**config.mk**
```make
export PLATFORM = sky130hd
export DESIGN_NAME = sscu_scan
export DESIGN_NICKNAME = d
export VERILOG_FILES = /design/src/hdl/sscu_pkg.sv /design/src/hdl/sscu_scan.sv
export SDC_FILE = /design/constraint.sdc
export NUM_CORES = 1
export LEC_CHECK = 0
export BUFFER_PORTS_ARGS = -buffer_cell sky130_fd_sc_hd__buf_2
export CAP_MARGIN = 10
export CORE_ASPECT_RATIO = 1.75
export CORE_UTILIZATION = 46
export CTS_CLUSTER_SIZE = 20
export DETAILED_ROUTE_END_ITERATION = 6
export PLACE_DENSITY = 0.82
export SLEW_MARGIN = 30
export SYNTH_ARGS = -nofsm -noshare
export SYNTH_HDL_FRONTEND = slang
export SYNTH_SLANG_ARGS = --single-unit
export TNS_END_PERCENT = 30
```
**constraint.sdc**
```tcl
create_clock -name clk -period 5 [get_ports clk]
set_input_delay 0.5 -clock clk [delete_from_list [all_inputs] [get_ports clk]]
set_output_delay 0.5 -clock clk [all_outputs]
set_load 0.02 [all_outputs]
```
**src/hdl/sscu_pkg.sv**
```systemverilog
// Shared types and constants for the sampled-counter heavy-hitter table.
`timescale 1ns / 1ps
`default_nettype none
package sscu_pkg;

	localparam int FP_W          = 32;
	localparam int CNT_W         = 16;
	localparam int SCALE_W       = 6;
	localparam int EST_W         = 63;
	localparam int SLOT_W        = 6;
	localparam int DEF_ENTRIES   = 64;
	localparam int DEF_MAX_SCALE = 47;

	localparam logic [CNT_W-1:0] COUNT_TOP = {CNT_W{1'b1}};

	localparam logic KIND_INC   = 1'b0;
	localparam logic KIND_QUERY = 1'b1;

	// Control of the shared compare unit for one slot read back from the table.
	typedef struct packed {
		logic step;
		logic first;
	} scan_ctrl_t;

endpackage
`default_nettype wire

```
**src/hdl/sscu_scan.sv**
```systemverilog
// Shared compare unit: first fingerprint match and lowest-index minimum count.
`timescale 1ns / 1ps
`default_nettype none
module sscu_scan
	import sscu_pkg::*;
#(
	parameter int ENTRIES = DEF_ENTRIES,
	localparam int IDX_W  = $clog2(ENTRIES)
) (
	input  wire logic             clk,
	input  wire scan_ctrl_t       ctrl,
	input  wire logic [IDX_W-1:0] idx,
	input  wire logic [FP_W-1:0]  fp,
	input  wire logic [FP_W-1:0]  key,
	input  wire logic [CNT_W-1:0] count,
	output logic                  match_q,
	output logic      [IDX_W-1:0] match_idx_q,
	output logic      [CNT_W-1:0] match_cnt_q,
	output logic      [IDX_W-1:0] min_idx_q,
	output logic      [CNT_W-1:0] min_cnt_q
);

	logic hit;
	logic found;

	assign hit   = (key == fp);
	assign found = ctrl.first ? 1'b0 : match_q;

	always_ff @(posedge clk) begin
		if (ctrl.step) begin
			// Keep the earliest match only.
			if (!found && hit) begin
				match_idx_q <= idx;
				match_cnt_q <= count;
			end
			match_q <= found | hit;
			// Strict less-than keeps the lowest index among equal minima.
			if (ctrl.first || count < min_cnt_q) begin
				min_idx_q <= idx;
				min_cnt_q <= count;
			end
		end
	end

endmodule
`default_nettype wire

```
**Word-level counts from Yosys, hierarchy flattened**

Cells that the tools add are included.

- Logic and storage cells: 14
- Register bits after elaboration: 45
- Bits in latches: 0
- Output and inout port bits: 45
- RAM bits: 0
- Memories: 0
- ROM bits: 0

- Shift-type cells: 0
- Magnitude comparators: 1
- Reduce and logical (&&, ||, !) cells: 5
- Muxes and demuxes: 1
- $add $sub $neg: 0
- $mul: 0
- Divide/modulo/power cells: 0
- Bitwise gates (word level): 1
- Equal/unequal tests: 1

Operator list:

| operator | number |
|---|---|
| 32-bit == test | 1 |
| 16-bit less-than comparator | 1 |
| 2-bit AND reduction | 2 |
| 1-bit logical AND | 1 |
| 1-bit logical NOT | 1 |
| 1-bit logical OR | 1 |
| 1-bit two-way mux | 1 |
| 1-bit OR | 1 |

**Logic depth before layout (Yosys ltp)**

- Depth after elaboration: 4
- Depth in mapped cells: 6

**Worst setup path before layout**

No wires, ideal clock.

- Path type: flip-flop to flip-flop
- From: register min_cnt_q[6]
- To: register min_cnt_q[0], enable pin
- Path buffers: 0
- Setup time: 0.411 ns
- Arrival time: 2.427 ns
- Path slack: 2.162 ns
- Clock period less this slack: 2.838 ns
- Cell stages (with the launch flop): 7
- Path through: edfxtp_1 > inv_1 > ha_1 > a21o_1 > a211oi_1 > o31ai_1 > a22oi_1

- Word-level cells in the longest chain between the ends: 3

RTL lines:

| what | line | source |
|---|---|---|
| from (decl) | sscu_scan.sv:20 | `output logic [CNT_W-1:0] min_cnt_q` |
| from (signal assigned) | sscu_scan.sv:40 | `min_cnt_q <= count;` |
| 16-bit less-than comparator | sscu_scan.sv:38 | `if (ctrl.first \|\| count < min_cnt_q) begin` |
| 1-bit logical OR | sscu_scan.sv:38 |  |
| 2-bit AND reduction (no line) | n/a |  |

Every way passes these cells.
A chain may end at the register's enable or synchronous reset.

**Worst setup path in the final report**

- From: register min_cnt_q[14]
- To: register min_cnt_q[4], enable pin

Same word-level chain as after synthesis.

==> reports/qor.log <==
qor: floorplanning.fp-row-count 32
qor: drt.post_drt_wl_per_cell 14.3 um
qor: floorplanning.start_util 48.2%
qor: sta.slew_headroom 51.3%
qor: critical_path.start_kind flip-flop
qor: sta.hold-worst-slack 0.397 ns
qor: critical_path.end_kind flip-flop
qor: sta.finalHoldViolCount 0
qor: layout.num_antenna_cells 0
qor: placement.place.detailed.hpwl 4.14 mm
qor: cts.cts_sinks 45
qor: critical_path.worst_setup_path_startpoint min_cnt_q[14]
qor: layout.final_common_cell sky130_fd_sc_hd__buf_2
qor: power.power.switching_fraction 24.3%
qor: synthesis.yosys_warnings 0
qor: drt.routed-via-count 1693
qor: placement.gp_routability_congestion 0.747
qor: drt.drtIter0Drc 23
qor: power.finalPower 0.862 mW
qor: synthesis.synthesis.area 2120 um2
qor: min_path.min-delay-path-class input port to flip-flop
qor: min_path.worstHoldEndpoint match_idx_q[4]
qor: global_routing.first_global_vias 1748
qor: cts.postCtsResizedCells 0
qor: synthesis.synth_top_cell_area_share 63.7%
qor: sta.fmax 0.403 GHz
qor: critical_path.reg2regPathDepth 7
qor: synthesis.synth.lib_cells_used.distinct 21
qor: floorplanning.die_width 53.3 um
qor: global_routing.global_route_wire_length_before_repair 7.46 mm
qor: layout.layout.cells.most_common_list sky130_fd_sc_hd__buf_2, sky130_fd_sc_hd__edfxtp_1, sky130_fd_sc_hd__xor2_1
qor: sta.fin_tns_setup 0 ns
qor: sta.fin_worst_skew 0.00443 ns
qor: min_path.min_path_cells 1
qor: synthesis.synth.ff_latch_count 45
qor: power.leakage 1.43 nW
qor: cts.cts_made_buffers 5
qor: power.net-switching-power 0.210 mW
qor: layout.num-nets-final 392
qor: cts.post_cts_buffers 0
qor: power.pwr_density_cell 288 nW/um2
qor: critical_path.r2r_slack 2.52 ns
qor: cts.cts_root_buf sky130_fd_sc_hd__clkbuf_8
qor: synthesis.synth_top_area_cell sky130_fd_sc_hd__edfxtp_1
qor: min_path.hold_path_startpoint idx[4]
qor: synthesis.syn_avg_cell_area 14.5 um2
qor: critical_path.regToRegEndpoint min_cnt_q[4]
qor: critical_path.crit_required 5.01 ns
qor: placement.portBuffers 133
qor: drt.drt-total-wl 4.88 mm
qor: cts.cts_max_path_buffers 2
qor: global_routing.track_usage 21.3%
qor: floorplanning.die_height 91.8 um
qor: sta.timing.final.crit_share 49.7%
qor: layout.layout-drive-gt1-share 49.5%
qor: run_status.status finished clean
qor: cts.htreeDepth 2
qor: drt.viasPerCell 4.98
qor: power.sequentialPowerShare 51.5%
qor: sta.rsz_0062_raised_after_global_routing no
qor: cts.postCtsHoldBufs 0
qor: cts.clk_pin_slew_worst_paths 0.08 ns
qor: critical_path.crit-reg2reg-launch min_cnt_q[14]
qor: power.power.combinational.fraction 17.9%
qor: sta.slew_violations 0
qor: floorplanning.design.die.area 4900 um2
qor: floorplanning.num_io_pins 134
qor: cts.clk-insertion-delay-late 0.29 ns
qor: synthesis.synth_cells 146
qor: sta.finalSetupViolCount 0
qor: drt.remaining_drc_errors 0
qor: power.cellInternalPower 0.652 mW
qor: global_routing.grt_start_max_net_pins 23
qor: cts.tritoncts done
qor: synthesis.synth.net_count 250
qor: drt.detail_route.first_pass.iterations 4
qor: synthesis.netlist_top_cells_area sky130_fd_sc_hd__edfxtp_1, sky130_fd_sc_hd__xor2_1, sky130_fd_sc_hd__ha_1, sky130_fd_sc_hd__inv_1, sky130_fd_sc_hd__nor4_1
qor: power.vdd_ir_drop_max 0.174 mV
qor: power.power_frac_clock 30.6%
qor: critical_path.crit_arrival 2.49 ns
qor: critical_path.worstPathMaxFanout 12
qor: drt.drtAntennaViolNets 0
qor: sta.max_slew.worst_pin.slew 0.730 ns
qor: critical_path.timing.setup.critical_path_class flip-flop to flip-flop
qor: floorplanning.core_area 4400 um2
qor: run.drv.max_cap_violation_count 0
qor: synthesis.synth-seq-area-share 63.7%
qor: global_routing.antenna_violations_before_repair 0
qor: global_routing.global_route_congestion_overflow_total 0
qor: sta.period_minus_slack 2.48 ns
qor: layout.areaGrowthSynthToFinish 40.9%
-- metal layers --
layer,vias to the layer above,track usage [%],routed length (um)
met1,763,19.8,1510
met2,105,42.3,2930
met5,-,0,0
met4,0,8.55,82
met3,10,2.82,354
li1,815,-,-
-- synthesized netlist by cell type --
library cell	n
sky130_fd_sc_hd__edfxtp_1	45
sky130_fd_sc_hd__xor2_1	32
sky130_fd_sc_hd__inv_1	17
sky130_fd_sc_hd__ha_1	15
sky130_fd_sc_hd__nor4_1	8
sky130_fd_sc_hd__nand2_1	5
sky130_fd_sc_hd__nand4_1	3
sky130_fd_sc_hd__a211oi_1	2
sky130_fd_sc_hd__a21o_1	2
sky130_fd_sc_hd__a21oi_1	2
sky130_fd_sc_hd__and3_1	2
sky130_fd_sc_hd__nand2b_1	2
sky130_fd_sc_hd__o21a_1	2
sky130_fd_sc_hd__o31ai_1	2
sky130_fd_sc_hd__a2111oi_0	1
sky130_fd_sc_hd__a22oi_1	1
sky130_fd_sc_hd__nor2_1	1
sky130_fd_sc_hd__nor4_2	1
sky130_fd_sc_hd__nor4b_1	1
sky130_fd_sc_hd__o2111ai_1	1
sky130_fd_sc_hd__o21ai_0	1
-- flip-flops by register name, indices dropped and copies added, names as in the netlist --
signal	cells
match_cnt_q	16
match_idx_q	6
match_q	1
min_cnt_q	16
min_idx_q	6
-- worst max-delay path, stage by stage (launching register included) --
cell and delay, ns:
sky130_fd_sc_hd__edfxtp_1 0.41, sky130_fd_sc_hd__inv_1 0.09, sky130_fd_sc_hd__ha_1 0.26, sky130_fd_sc_hd__and3_1 0.19, sky130_fd_sc_hd__o21ai_0 0.18, sky130_fd_sc_hd__o2111ai_1 0.16
sky130_fd_sc_hd__a22oi_2 0.65, sky130_fd_sc_hd__buf_6 0.25
-- power by group through the flow --
stage / registers [mW] / clock network, mW / logic [mW]
5_1_grt: 0.446 / 0.279 / 0.170
4_1_cts: 0.444 / 0.268 / 0.156
6_report: 0.444 / 0.264 / 0.154
2_1_floorplan: 0.474 / 0 / 0.0545
3_5_place_dp: 0.453 / 0 / 0.155
3_3_place_gp: 0.453 / 0 / 0.146
-- worst max-delay path by stage --
stage | to | slack [ns]
2_1_floorplan | min_cnt_q[0] | 2.16
3_3_place_gp | min_cnt_q[0] | 2.11
3_5_place_dp | min_cnt_q[2] | 2.32
4_1_cts | min_cnt_q[4] | 2.54
5_1_grt | min_idx_q[3] | 2.46
6_report | min_cnt_q[4] | 2.52
-- area by class of cell --
cell class              instances  area, um2
fillers                       331       1420
repair buffers                135        684
clock buffers                   6       72.6
clock inverters                 2       33.8
well taps                      51       63.8
flip-flops and latches         45       1350
multi-input cells              84        719
inverters                      17       63.8
-- cells by family (layout without fill, tap and decap cells) --
family	count (synthesis)	after routing	synth area share, %
AOI/OAI and AO/OA	14	14	4.72
adders and majority gates	15	15	8.85
DFF	45	45	63.7
xor gates and xnor gates	32	32	13.2
and+or+nand+nor	23	23	6.49
buffers and inverters	17	160	3.01
-- through the flow --
step | cells | setup slack [ns] | util, % | area, um2
2_1_floorplan | 146 | 2.16 | - | 2120
3_3_place_gp | 331 | 2.11 | 65.2 | 2870
3_5_place_dp | 332 | 2.32 | 65.5 | 2880
4_1_cts | 340 | 2.54 | 67.9 | 2990
5_1_grt | 340 | 2.46 | 67.9 | 2990
6_report | 340 | 2.52 | 67.9 | 2990
No activity file was read; power rests on OpenSTA's default activity.
