File: src/hdl/sscu_pkg.sv
// Shared types and constants for the sampled-counter heavy-hitter table.
`timescale 1ns / 1ps
`default_nettype none
package sscu_pkg;

	localparam int FP_W          = 32;
	localparam int CNT_W         = 16;
	localparam int SCALE_W       = 6;
	localparam int EST_W         = 63;
	localparam int SLOT_W        = 6;
	localparam int DEF_ENTRIES   = 64;
	localparam int DEF_MAX_SCALE = 47;

	localparam logic [CNT_W-1:0] COUNT_TOP = {CNT_W{1'b1}};

	localparam logic KIND_INC   = 1'b0;
	localparam logic KIND_QUERY = 1'b1;

	// Control of the shared compare unit for one slot read back from the table.
	typedef struct packed {
		logic step;
		logic first;
	} scan_ctrl_t;

endpackage
`default_nettype wire

File: src/hdl/sscu_ram.sv
// Simple dual-port RAM: one write port, one registered read port.
`timescale 1ns / 1ps
`default_nettype none
module sscu_ram
	import sscu_pkg::*;
#(
	parameter int WIDTH = CNT_W,
	parameter int DEPTH = DEF_ENTRIES,
	localparam int AW   = $clog2(DEPTH)
) (
	input  wire logic             clk,
	input  wire logic             we,
	input  wire logic [AW-1:0]    waddr,
	input  wire logic [WIDTH-1:0] wdata,
	input  wire logic             re,
	input  wire logic [AW-1:0]    raddr,
	output logic      [WIDTH-1:0] rdata
);

	logic [WIDTH-1:0] mem [DEPTH];

	always_ff @(posedge clk) begin
		if (we) begin
			mem[waddr] <= wdata;
		end
		if (re) begin
			rdata <= mem[raddr];
		end
	end

endmodule
`default_nettype wire

File: config.mk
export PLATFORM = sky130hd
export DESIGN_NAME = sscu_ram
export DESIGN_NICKNAME = d
export VERILOG_FILES = /design/src/hdl/sscu_pkg.sv /design/src/hdl/sscu_ram.sv
export SDC_FILE = /design/constraint.sdc
export NUM_CORES = 1
export LEC_CHECK = 0
export BUFFER_PORTS_ARGS = -buffer_cell sky130_fd_sc_hd__buf_2
export CAP_MARGIN = 20
export CORE_MARGIN = 10
export CORE_UTILIZATION = 56
export DETAILED_ROUTE_END_ITERATION = 6
export GPL_TIMING_DRIVEN = 1
export PLACE_DENSITY = 0.75
export SLEW_MARGIN = 10
export SYNTH_ARGS = -nofsm -noshare
export SYNTH_HDL_FRONTEND = slang
export SYNTH_SLANG_ARGS = --single-unit
File: constraint.sdc
create_clock -name clk -period 2.4 [get_ports clk]
set_clock_uncertainty 0.1 [all_clocks]
set_input_delay 0.48 -clock clk [delete_from_list [all_inputs] [get_ports clk]]
set_output_delay 0.48 -clock clk [all_outputs]
set_load 0.05 [all_outputs]
Word-level counts from Yosys, hierarchy flattened
Memories as Yosys holds them, arrays and structs flattened. A register that Yosys moved wholly into a read port is not among the register bits.
Index checks and enable logic that the tools add are counted.
W data, S select, Z words.
- memories kept: 1
- bits in read-only memories: 0
- bits in registers: 0
- latch bits: 0
- logic and storage cells: 3
- memory bits (writable): 1024
- memories (name ; depth ; width ; rd ports ; clocked after Yosys merged registers in ; wr ports ; RTL line ; RTL):
    mem ; 64 ; 16 ; 1 ; 1 ; 1 ; sscu_ram.sv:20 ; logic [WIDTH-1:0] mem [DEPTH];
- order comparisons: 0
- div/mod/pow operators: 0
- multiply operators: 0
- shifts and indexed selects: 0
- muxes and demuxes: 2
- bitwise operators: 0
- equality and inequality tests: 0
- add/sub/neg operators: 0
- reduce and logical (&&, ||, !) cells: 0
- operator list (kind ; count):
    $mux W1 ; 2

Depth between registers and ports, before layout
Gate-level depths: netlist of run 1.
- depth after elaboration: 2
- gate-level depth with buffers: 10
- gate-level depth less buffers: 5

Worst setup path before layout of run 1
OpenSTA, ideal clock, no wires.
- path kind: input to register
- from: in waddr[3]
- to: mem mem[48][0] (netlist name), enable pin
- required time: 1891 ps
- slack: -215 ps
- library setup time: 409 ps
- buffers on the path: 1
- stages on the path: 4
- arrival: 2106 ps
- cells stage by stage: clkbuf_1 > nor2b_1 > nand4b_1 > nor3_1
- RTL lines (what ; RTL line ; RTL):
    from (decl) ; sscu_ram.sv:13 ; input wire logic [AW-1:0] waddr,
    to (decl) ; sscu_ram.sv:20 ;
Straight into the memory's write port.

==> results of run 1 <==
[layout make-up]
type,count,share of cell area
diodes,3,0.000161
flip-flops and latches,1040,0.671
multi-input cells,685,0.178
clock inverters,63,0.0103
repair buffers,296,0.0593
clock buffers,121,0.0559
well taps,950,0.0255
[cells in the final DEF (no fill, tap or decap), types with 3 or more instances in the layout]
cell	instances
sky130_fd_sc_hd__a311oi_1	8
sky130_fd_sc_hd__a22o_1	6
sky130_fd_sc_hd__o21ai_1	3
sky130_fd_sc_hd__nand3_1	24
sky130_fd_sc_hd__diode_2	3
sky130_fd_sc_hd__a211oi_1	8
sky130_fd_sc_hd__inv_6	3
sky130_fd_sc_hd__clkinvlp_4	4
sky130_fd_sc_hd__clkbuf_1	20
sky130_fd_sc_hd__mux4_2	220
sky130_fd_sc_hd__a22oi_1	39
sky130_fd_sc_hd__a21oi_1	17
sky130_fd_sc_hd__mux4_1	4
sky130_fd_sc_hd__nor2_1	72
sky130_fd_sc_hd__a221oi_1	16
sky130_fd_sc_hd__a41oi_1	5
sky130_fd_sc_hd__clkinv_1	26
sky130_fd_sc_hd__nand2_1	59
sky130_fd_sc_hd__clkbuf_16	101
sky130_fd_sc_hd__buf_2	43
sky130_fd_sc_hd__and4_1	5
sky130_fd_sc_hd__buf_4	200
sky130_fd_sc_hd__a31oi_1	7
sky130_fd_sc_hd__nor2b_1	30
sky130_fd_sc_hd__nor4_2	3
sky130_fd_sc_hd__a221o_1	6
sky130_fd_sc_hd__nand4_1	12
sky130_fd_sc_hd__a211o_1	8
sky130_fd_sc_hd__bufinv_16	6
sky130_fd_sc_hd__mux2_2	27
sky130_fd_sc_hd__nand2b_1	3
sky130_fd_sc_hd__clkinv_2	21
sky130_fd_sc_hd__mux2i_1	84
sky130_fd_sc_hd__o21ai_0	5
sky130_fd_sc_hd__buf_12	50
sky130_fd_sc_hd__edfxtp_1	1040
[final timing paths]
check | slack, ns | start | cells past startpoint | end
setup / recovery | 0.07 | mem[31][9] | 5 | rdata[9]
setup reg to reg | 0.07 | mem[31][9] | 5 | rdata[9]
hold / removal | 0.21 | wdata[2] | 1 | mem[17][2]
hold reg to reg | 0.83 | mem[10][5] | 4 | rdata[5]
[layer usage]
| metal | track usage | wire length, um | vias up |
|---|---|---|---|
| li1 | - | - | 8290 |
| met1 | 0.324 | 36400 | 10500 |
| met2 | 0.367 | 45800 | 1202 |
| met3 | 0.0525 | 9990 | 209 |
| met4 | 0.0694 | 2820 | 16 |
| met5 | 0 | 105 | - |
[flip-flops by register name (all words and copies together), names as in the netlist]
name	count
rdata	16
mem	1024
[through the flow]
| step | utilization | setup TNS (ns) | cell area, um^2 | worst slack (ns) |
|---|---|---|---|---|
| after CTS | 0.651 | 0 | 46500 | 0.0951 |
| after floorplan | - | -17.19 | 40200 | -0.138 |
| final | 0.652 | 0 | 46500 | 0.0657 |
| after detailed placement | 0.608 | -6.75 | 43400 | -0.517 |
| after global routing | 0.652 | 0 | 46500 | 0.0628 |
| after global placement | 0.608 | -6.29 | 43400 | -0.479 |
[power by group through the flow]
| stage | combinational [uW] | sequential [uW] | clock, uW |
|---|---|---|---|
| after global routing | 2310 | 20200 | 15800 |
| after detailed placement | 2170 | 20600 | 0 |
| final | 2200 | 20200 | 14800 |
| after floorplan | 1040 | 20700 | 0 |
| after global placement | 2130 | 20600 | 0 |
| after CTS | 2190 | 20200 | 15000 |
[logic make-up after synthesis]
group | count (synthesis) | share of synthesized area
flops | 1040 | 0.777
mux | 336 | 0.155
simple gates | 220 | 0.0264
compound gates | 129 | 0.0240
buf+inv | 104 | 0.0182
[worst reg2reg max path, stage by stage, from the launching register on]
cell	delay [ns]
sky130_fd_sc_hd__edfxtp_1	0.38
sky130_fd_sc_hd__mux4_2	0.49
sky130_fd_sc_hd__mux2i_1	0.40
sky130_fd_sc_hd__nand3_1	0.20
sky130_fd_sc_hd__a31oi_1	0.39
sky130_fd_sc_hd__a311oi_1	0.13
[cells in the mapped netlist, types with 24 or more instances]
master,number
sky130_fd_sc_hd__buf_2,36
sky130_fd_sc_hd__clkbuf_1,24
sky130_fd_sc_hd__nand3_1,24
sky130_fd_sc_hd__edfxtp_1,1040
sky130_fd_sc_hd__nand2_1,59
sky130_fd_sc_hd__a22oi_1,39
sky130_fd_sc_hd__nor2_1,72
sky130_fd_sc_hd__mux2_2,27
sky130_fd_sc_hd__mux4_2,220
sky130_fd_sc_hd__mux2i_1,85
sky130_fd_sc_hd__nor2b_1,30
[what timing repair did]
item                                   4_1_cts  5_1_grt
hold buffers                                 0        0
setup endpoints to repair                    0        2
endpoints found under the hold margin        0        0
gates resized for setup                      0        2
==> qor.csv, run 1 <==
stage;metric;value;unit
outcome;run_status;finished, final reports clean;
floorplanning;fp.dieArea;82900;um^2
yosys;syn_area;40200;um^2
global_route;overflow;0;
clock_network;clock_pin_transition_on_the_worst_setup_and_hold_timing_paths;0.06;ns
pwr;power_density;800;nW/um^2
detailed_routing;routed_length_per_instance;30.1;um
detailed_routing;route.detailed.drc;0;
timing;post-route-min-period;2.33;ns
worst_setup_path;critical_path.cell_chain;mux4_2 > mux2i_1 > nand3_1 > a31oi_1 > a311oi_1;
pwr;combPwrFrac;0.059;
placed_design;numPortBuffers;46;
worst_setup_path;worst-setup-path-type;flip-flop to flip-flop;
timing;hold_ws;0.207;ns
detailed_routing;drt-vias-per-instance;6.39;
worst_setup_path;critPathArrivalTime;2.62;ns
worst_setup_path;cp_num_buf_inv;0;
detailed_routing;dr_total_vias;20200;
yosys;postSynthCellCount;1829;
detailed_routing;first_iter_violations;2835;
floorplanning;fp.dieH;288;um
yosys;syn_nets;1860;
global_route;via_count_of_the_first_global_routing_pass;20200;
pwr;total_leakage_power;0.0151;uW
floorplanning;core;71400;um^2
clock_network;numCtsBuffers;99;
clock_network;ctsHtreeMaxLevel;3;
yosys;synth_seq_cells;1040;
clock_network;worstSkewPairLatency;0.67;ns
worst_setup_path;worstSetupStartpointType;flip-flop;
yosys;synth_seq_area_share;0.777;
detailed_routing;drt_pass1_iterations;7;
pwr;p_int;29400;uW
clock_network;clock_path_buffers;3;
placed_design;dp.cells;2970;
worst_setup_path;crit_path_top_delay_cell;sky130_fd_sc_hd__mux4_2;
pwr;switching_share_of_power;0.212;
yosys;synth_largest_area_cell;sky130_fd_sc_hd__edfxtp_1;
global_route;grt_start_max_net_pins;65;
floorplanning;boundaryPins;47;
worst_setup_path;critPathCaptureType;flip-flop;
placed_design;finalWeightedCongestion;0.896;
detailed_routing;antenna_violating_nets_post_route;0;
detailed_routing;wl;95.1;mm
timing;setup_repair_after_global_routing_missed_its_margin;no;
timing;timing.slew.headroom;0.272;
worst_setup_path;cp_max_fo;1;
layout;multiInputGateArea;8260;um^2
timing;finalSetupViolations;0;
yosys;synth_edf_count;1040;
yosys;synth_top_area_share;0.777;
layout;final-seq-area;31200;um^2
placed_design;hpwl;59.7;mm
layout;areaGrowthSynthToFinish;15.7;%
worst_hold_path;min_path_type;input pin to flip-flop;
clock_network;post-cts-setup-buffers;0;
run;max_cap_viol_count;0;
global_route;first_pass_grt_wire_length;140;mm
layout;finalNonFillerCells;3158;
yosys;synth.avg_cell_area;22.0;um^2
timing;worst_pin_slew;1.09;ns
clock_network;tritoncts;done;
pwr;sequential_fraction_of_design_power;0.543;
timing;final_hold_viol_count;0;
floorplanning;initial_core_util;0.563;
layout;drive_above_1_share;0.314;
timing;report.final.slew_viol_count;0;
global_route;antenna_found_initial;10;
pwr;power.net_switching;7880;uW
floorplanning;placement_rows;98;
pwr;total_power;37200;uW
timing;clock.fmax;428;MHz
pwr;power.clock.fraction;0.398;
yosys;synth-warning-count;0;
clock_network;cts.sinks;1040;
worst_setup_path;critPathMaxStageDelay;0.49;ns
worst_setup_path;crit_required;2.68;ns
yosys;synth_top_cells_by_area;sky130_fd_sc_hd__edfxtp_1 78%, sky130_fd_sc_hd__mux4_2 12%, sky130_fd_sc_hd__mux2i_1 2.1%;
pwr;vdd_ir_drop_max;693;uV
global_route;groute.usage.overall;0.233;
worst_setup_path;cpLargestDelayFamily;multiplexers;
yosys;netlist-cell-type-count;42;
yosys;ys_dominant_reg_cell;sky130_fd_sc_hd__edfxtp_1;
yosys;synth-async-reset-ratio;0;
layout;finalNetCount;2153;
clock_network;cts-root-buf;sky130_fd_sc_hd__clkbuf_16;
floorplanning;die_width;288;um
timing;timing.final.crit_share;0.973;
layout;filler_cell_count;4524;
No activity file was read; power rests on OpenSTA's default activity.
==> run 2: changes to the inputs <==
Settings changed: CORE_ASPECT_RATIO set to 0.9.
==> qor.csv, run 2 (same netlist as run 1, synthesis figures left out) <==
stage;metric;value;unit;change
outcome;run_status;finished, final reports clean;;
floorplanning;fp.dieH;274;um;-4.8%
pwr;power.net_switching;7830;uW;-0.66%
clock_network;worstSkewPairLatency;0.67;ns;about the same
worst_setup_path;worstSetupStartpointType;flip-flop;;
floorplanning;fp.dieArea;82900;um^2;about the same
global_route;groute.usage.overall;0.225;;-0.00712
layout;drive_above_1_share;0.314;;about the same
worst_setup_path;worst_r2r_path_depth;7;;+2
pwr;p_int;29200;uW;-0.70%
pwr;vdd_ir_drop_max;653;uV;-5.7%
clock_network;cts-root-buf;sky130_fd_sc_hd__clkbuf_16;;
detailed_routing;route.layer.met1.wl;35.2;mm;-3.3%
worst_setup_path;critPathMaxStageDelay;0.49;ns;about the same
placed_design;placed_area;43500;um^2;+0.14%
timing;finalSetupViolations;0;;unchanged
worst_setup_path;cp_num_buf_inv;2;;+2
worst_setup_path;critPathCaptureType;flip-flop;;
timing;setup_repair_after_global_routing_missed_its_margin;no;;
detailed_routing;drt-vias-per-instance;6.33;;-1.0%
worst_setup_path;cpLargestDelayFamily;multiplexers;;
layout;finalNetCount;2150;;-0.14%
pwr;sequential_fraction_of_design_power;0.546;;+0.003
worst_hold_path;min_path_cells;1;;unchanged
detailed_routing;antenna_violating_nets_post_route;0;;unchanged
worst_setup_path;crit_required;2.70;ns;+0.02 ns
global_route;antenna_found_initial;7;;-3
pwr;switching_share_of_power;0.212;;about the same
worst_hold_path;min_path_type;input pin to flip-flop;;
global_route;via_count_of_the_first_global_routing_pass;20300;;+0.86%
timing;clock.fmax;453;MHz;+5.8%
layout;areaGrowthSynthToFinish;15.6;%;about the same
worst_setup_path;timing.rr.end;rdata[13];;
worst_setup_path;critical_path.cell_chain;mux4_2 > mux2i_1 > buf_4 > a22oi_1 > a31oi_1 > buf_4 > a311oi_1;;
placed_design;finalWeightedCongestion;0.880;;-1.7%
timing;final_hold_viol_count;0;;unchanged
layout;largest_register_ffs;1024;;unchanged
detailed_routing;highest_layer;met5;;
worst_setup_path;crit_path_top_delay_cell;sky130_fd_sc_hd__mux4_2;;
pwr;power_density;796;nW/um^2;-0.60%
layout;largestRegisters;mem: 1024 flops, rdata: 16 flops;;
clock_network;clock_path_buffers;3;;unchanged
clock_network;ctsHtreeMaxLevel;3;;unchanged
layout;multiInputGateArea;8250;um^2;-0.12%
floorplanning;die_width;302;um;+5.0%
clock_network;numCtsBuffers;96;;-3.0%
worst_setup_path;critical-path-top-cell-by-count;sky130_fd_sc_hd__buf_4;;
worst_setup_path;worst-setup-path-type;flip-flop to flip-flop;;
layout;filler_cell_count;4448;;-1.7%
layout;commonest_cells_after_routing_fill_and_taps_aside;1040 x sky130_fd_sc_hd__edfxtp_1, 220 x sky130_fd_sc_hd__mux4_2, 196 x sky130_fd_sc_hd__buf_4, 98 x sky130_fd_sc_hd__clkbuf_16, 85 x sky130_fd_sc_hd__mux2i_1;;
clock_network;post-cts-setup-buffers;0;;unchanged
floorplanning;boundaryPins;47;;unchanged
placed_design;hpwl;56.9;mm;-4.6%
detailed_routing;wl;91.8;mm;-3.6%
pwr;total_leakage_power;0.0151;uW;-0.17%
timing;report.final.slew_viol_count;0;;unchanged
clock_network;clock_pin_transition_on_the_worst_setup_and_hold_timing_paths;0.06;ns;about the same
pwr;combPwrFrac;0.058;;about the same
pwr;power.clock.fraction;0.395;;-0.003
worst_setup_path;critPathArrivalTime;2.51;ns;-0.11 ns
global_route;overflow;0;;unchanged
layout;post-route-cell-area;46500;um^2;about the same
layout;final-seq-area;31200;um^2;unchanged
timing;hold_ws;0.185;ns;-0.0222 ns
detailed_routing;dr_total_vias;19900;;-1.3%
floorplanning;core;71300;um^2;about the same
detailed_routing;drt_pass1_iterations;5;;-2
detailed_routing;routed_length_per_instance;29.1;um;-3.3%
clock_network;post_cts_resize_count;0;;unchanged
worst_setup_path;ff2ff_setup_slack;0.19;ns;+0.13 ns
worst_hold_path;hold_path_end;mem[46][2];;
detailed_routing;first_iter_violations;2666;;-6.0%
global_route;first_pass_grt_wire_length;137;mm;-2.4%
floorplanning;placement_rows;93;;-5.1%
timing;worst_pin_slew;0.824;ns;-0.268 ns
timing;post-route-min-period;2.21;ns;-0.128 ns
run;max_cap_viol_count;0;;unchanged
clock_network;cts.sinks;1040;;unchanged
detailed_routing;met3_length;9.15;mm;-8.4%
worst_hold_path;hold_sp;wdata[2];;
worst_setup_path;worstReg2RegStart;mem[23][13];;
detailed_routing;route.detailed.drc;0;;unchanged
worst_setup_path;cp_max_fo;1;;unchanged
detailed_routing;dr_wl_met2;44.7;mm;-2.4%
global_route;grt_start_max_net_pins;65;;unchanged
layout;final_common_cell;sky130_fd_sc_hd__edfxtp_1;;
clock_network;tritoncts;done;;
timing;timing.final.crit_share;0.919;;-0.0532
clock_network;postCtsHoldBufs;0;;unchanged
placed_design;numPortBuffers;46;;unchanged
layout;max_flop_register;mem;;
timing;timing.slew.headroom;0.450;;+0.179
floorplanning;initial_core_util;0.564;;about the same
-- run 2: changes by cell type in the layout (fill, tap and decap cells not counted), sizes merged --
cell	change
clkbuf	-9
clkinv	-3
inv	+1
clkinvlp	+1
-- run 2: power groups by stage --
stage | Clock (uW) | Sequential, uW | Combinational [uW]
after detailed placement | 0 | 20600 | 2150
final | 14600 | 20200 | 2160
after CTS | 14800 | 20200 | 2170
after global placement | 0 | 20600 | 2100
after floorplan | 0 | 20700 | 1040
after global routing | 15500 | 20200 | 2280
-- run 2: worst max path at each step --
stage	startpoint	slack [ns]	endpoint	cells past startpoint
2_1_floorplan	waddr[5]	-0.14	mem[39][0]	4
3_3_place_gp	raddr[0]	-0.39	rdata[3]	10
3_5_place_dp	raddr[0]	-0.42	rdata[3]	9
4_1_cts	mem[21][13]	0.21	rdata[13]	7
5_1_grt	mem[23][13]	0.09	rdata[13]	7
6_report	mem[23][13]	0.19	rdata[13]	7
-- run 2: through the flow --
step	util	instances	setup WS, ns	power [uW]	setup TNS [ns]
3_3_place_gp	0.609	2970	-0.394	22700	-4.90
5_1_grt	0.652	3145	0.0866	38000	0
3_5_place_dp	0.609	2971	-0.419	22700	-5.36
4_1_cts	0.652	3145	0.208	37200	0
6_report	0.652	3148	0.193	37000	0
2_1_floorplan	-	1829	-0.138	21700	-17.19
-- run 2: worst reg2reg max path, delay by kind of cell (launching register included) --
family | cells | cell delay, ns
AO/OA/AOI/OAI | 3 | 0.37
buffers and inverters | 2 | 0.37
flip-flops | 1 | 0.36
multiplexers | 2 | 0.76
-- run 2: per-layer routing --
layer  up-vias  track usage
met3       166       0.0542
met4         8       0.0699
met5         -            0
met1     10400        0.312
met2      1029        0.355
li1       8278            -
-- run 2: final cells by class --
type | count | share of cell area
antenna | 3 | 0.000161
clock buffer | 112 | 0.0539
clock inverter | 62 | 0.0109
multi-input combinational | 685 | 0.177
sequential | 1040 | 0.672
tap | 950 | 0.0256
timing repair buffer | 296 | 0.0602
==> run 3: changes to the inputs <==
Settings changed: RECOVER_POWER set to 25.
==> qor.csv, run 3 (same netlist as run 1, synthesis figures left out) <==
stage;metric;value;unit;change
placed_design;placed_area;43500;um^2;unchanged
layout;commonest_cells_after_routing_fill_and_taps_aside;1040 x sky130_fd_sc_hd__edfxtp_1, 220 x sky130_fd_sc_hd__mux4_2, 195 x sky130_fd_sc_hd__buf_4, 98 x sky130_fd_sc_hd__clkbuf_16, 85 x sky130_fd_sc_hd__mux2i_1;;
placed_design;hpwl;56.9;mm;unchanged
worst_setup_path;critPathMaxStageDelay;0.49;ns;about the same
run;max_cap_viol_count;4;;+4
floorplanning;placement_rows;93;;unchanged
global_route;groute.usage.overall;0.225;;unchanged
layout;areaGrowthSynthToFinish;15.3;%;
floorplanning;core;71300;um^2;unchanged
pwr;power_density;797;nW/um^2;+0.24%
worst_setup_path;critical-path-top-cell-by-count;sky130_fd_sc_hd__buf_4;;
worst_hold_path;min_path_cells;3;;+2
layout;post-route-util;0.650;;-0.00168
placed_design;dp.cells;2971;;unchanged
clock_network;cts-root-buf;sky130_fd_sc_hd__clkbuf_16;;
detailed_routing;routed_length_per_instance;29.2;um;+0.14%
floorplanning;boundaryPins;47;;unchanged
outcome;failing_checks;capacitance limit, slew limit;;
pwr;total_power;37000;uW;about the same
placed_design;finalWeightedCongestion;0.880;;unchanged
global_route;antenna_found_initial;7;;unchanged
detailed_routing;first_iter_violations;2607;;-2.2%
timing;post-route-min-period;2.19;ns;-0.0189 ns
timing;timing.final.crit_share;0.912;;-0.00787
detailed_routing;drt-vias-per-instance;6.34;;+0.25%
worst_setup_path;critical_path.cell_chain;mux4_2 > mux2i_1 > buf_4 > a22oi_1 > a31oi_1 > buf_4 > a311oi_1;;
clock_network;postCtsHoldBufs;0;;unchanged
timing;clock.fmax;457;MHz;+0.86%
timing;fin_ws;0.212;ns;+0.0189 ns
clock_network;worstSkewPairLatency;0.67;ns;about the same
clock_network;ctsHtreeMaxLevel;3;;unchanged
worst_setup_path;cp_max_fo;1;;unchanged
placed_design;numPortBuffers;46;;unchanged
layout;filler_cell_count;4467;;+0.43%
worst_setup_path;worstSetupStartpointType;flip-flop;;
clock_network;tritoncts;done;;
worst_setup_path;crit_path_top_delay_cell;sky130_fd_sc_hd__mux4_2;;
floorplanning;initial_core_util;0.564;;unchanged
layout;final_common_cell;sky130_fd_sc_hd__edfxtp_1;;
worst_setup_path;critPathCaptureType;flip-flop;;
outcome;run_status;complete, but fails checks;;
worst_setup_path;critPathArrivalTime;2.49;ns;-0.02 ns
worst_setup_path;worst-setup-path-type;flip-flop to flip-flop;;
floorplanning;fp.dieH;274;um;unchanged
pwr;vdd_ir_drop_max;654;uV;+0.13%
worst_setup_path;timing.rr.end;rdata[13];;
clock_network;numCtsBuffers;96;;unchanged
layout;drive_above_1_share;0.311;;-0.00273
placed_design;placement.setup.worst_slack;-0.419;ns;unchanged
worst_hold_path;hold_path_end;mem[48][14];;
layout;largestRegisters;mem: 1024 flops, rdata: 16 flops;;
detailed_routing;dr_total_vias;20000;;+0.19%
timing;timing.slew.headroom;-0.0629;;-0.513
timing;report.final.slew_viol_count;261;;+261
timing;worst_pin_slew;1.59;ns;+0.770 ns
worst_setup_path;worst_r2r_path_depth;7;;unchanged
detailed_routing;wl;91.8;mm;about the same
layout;finalNonFillerCells;3146;;-0.064%
floorplanning;fp.dieArea;82900;um^2;unchanged
clock_network;post_cts_resize_count;0;;unchanged
layout;post-route-cell-area;46400;um^2;-0.26%
clock_network;cts.sinks;1040;;unchanged
clock_network;clock_pin_transition_on_the_worst_setup_and_hold_timing_paths;0.06;ns;about the same
detailed_routing;antenna_violating_nets_post_route;0;;unchanged
global_route;grt_start_max_net_pins;65;;unchanged
detailed_routing;drt_pass1_iterations;5;;unchanged
layout;finalNetCount;2150;;unchanged
global_route;via_count_of_the_first_global_routing_pass;20300;;unchanged
worst_setup_path;worstReg2RegStart;mem[23][13];;
global_route;first_pass_grt_wire_length;137;mm;unchanged
layout;largest_register_ffs;1024;;unchanged
clock_network;post-cts-setup-buffers;0;;unchanged
global_route;overflow;0;;unchanged
clock_network;clock_path_buffers;3;;unchanged
detailed_routing;route.detailed.drc;0;;unchanged
worst_hold_path;min_path_type;input pin to flip-flop;;
timing;setup_repair_after_global_routing_missed_its_margin;no;;
worst_setup_path;ff2ff_setup_slack;0.21;ns;+0.02 ns
layout;max_flop_register;mem;;
worst_hold_path;hold_sp;waddr[1];;
worst_setup_path;crit_required;2.71;ns;about the same
timing;finalSetupViolations;0;;unchanged
floorplanning;die_width;302;um;unchanged
pwr;total_leakage_power;0.0150;uW;-0.36%
timing;final_hold_viol_count;0;;unchanged
-- run 3: changes by cell type in the layout (fill, tap and decap cells not counted), sizes merged --
cell,before,now
buf,295,282
clkbuf,113,126
diode,3,1
-- run 3: routing by layer --
metal  wire [um]  vias to the layer above  track usage  part of all wire
met4        2750                        8       0.0699             0.030
li1            -                     8270            -                 -
met1       35000                    10500        0.312              0.38
met5          46                        -            0           0.00050
met2       44700                     1057        0.355              0.49
met3        9320                      165       0.0542              0.10
-- run 3: how the worst max path moves through the flow --
stage	start	endpoint	slack, ns
6_report	mem[23][13]	rdata[13]	0.21
5_1_grt	mem[23][13]	rdata[13]	0.09
4_1_cts	mem[21][13]	rdata[13]	0.21
3_5_place_dp	raddr[0]	rdata[3]	-0.42
3_3_place_gp	raddr[0]	rdata[3]	-0.39
2_1_floorplan	waddr[5]	mem[39][0]	-0.14
-- run 3: layout make-up --
class / instances / area (um^2) / area share
diodes: 1 / 2.50 / 0.0000540
clock buffers: 112 / 2500 / 0.0540
clock inverters: 62 / 507 / 0.0109
multi-input cells: 685 / 8250 / 0.178
flip-flops and latches: 1040 / 31200 / 0.674
well taps: 950 / 1190 / 0.0256
repair buffers: 296 / 2680 / 0.0579
-- run 3: stage by stage --
step	setup TNS, ns	hold slack [ns]
after floorplan	-17.19	0.479
after global placement	-4.90	0.814
after detailed placement	-5.36	0.834
after CTS	0	0.147
after global routing	0	0.380
final	0	0.391
-- run 3: where the power goes --
part | switching, uW | internal, uW | leakage [uW]
clock network | 6490 | 8140 | 0.00147
logic | 1280 | 855 | 0.00418
registers | 57.0 | 20200 | 0.00937
total | 7830 | 29100 | 0.0150
-- run 3: critical path, delay by kind of cell (launching register included) --
kind            cells  cell delay, ns
compound gates      3            0.37
mux                 2            0.76
flops               1            0.36
buf+inv             2            0.36
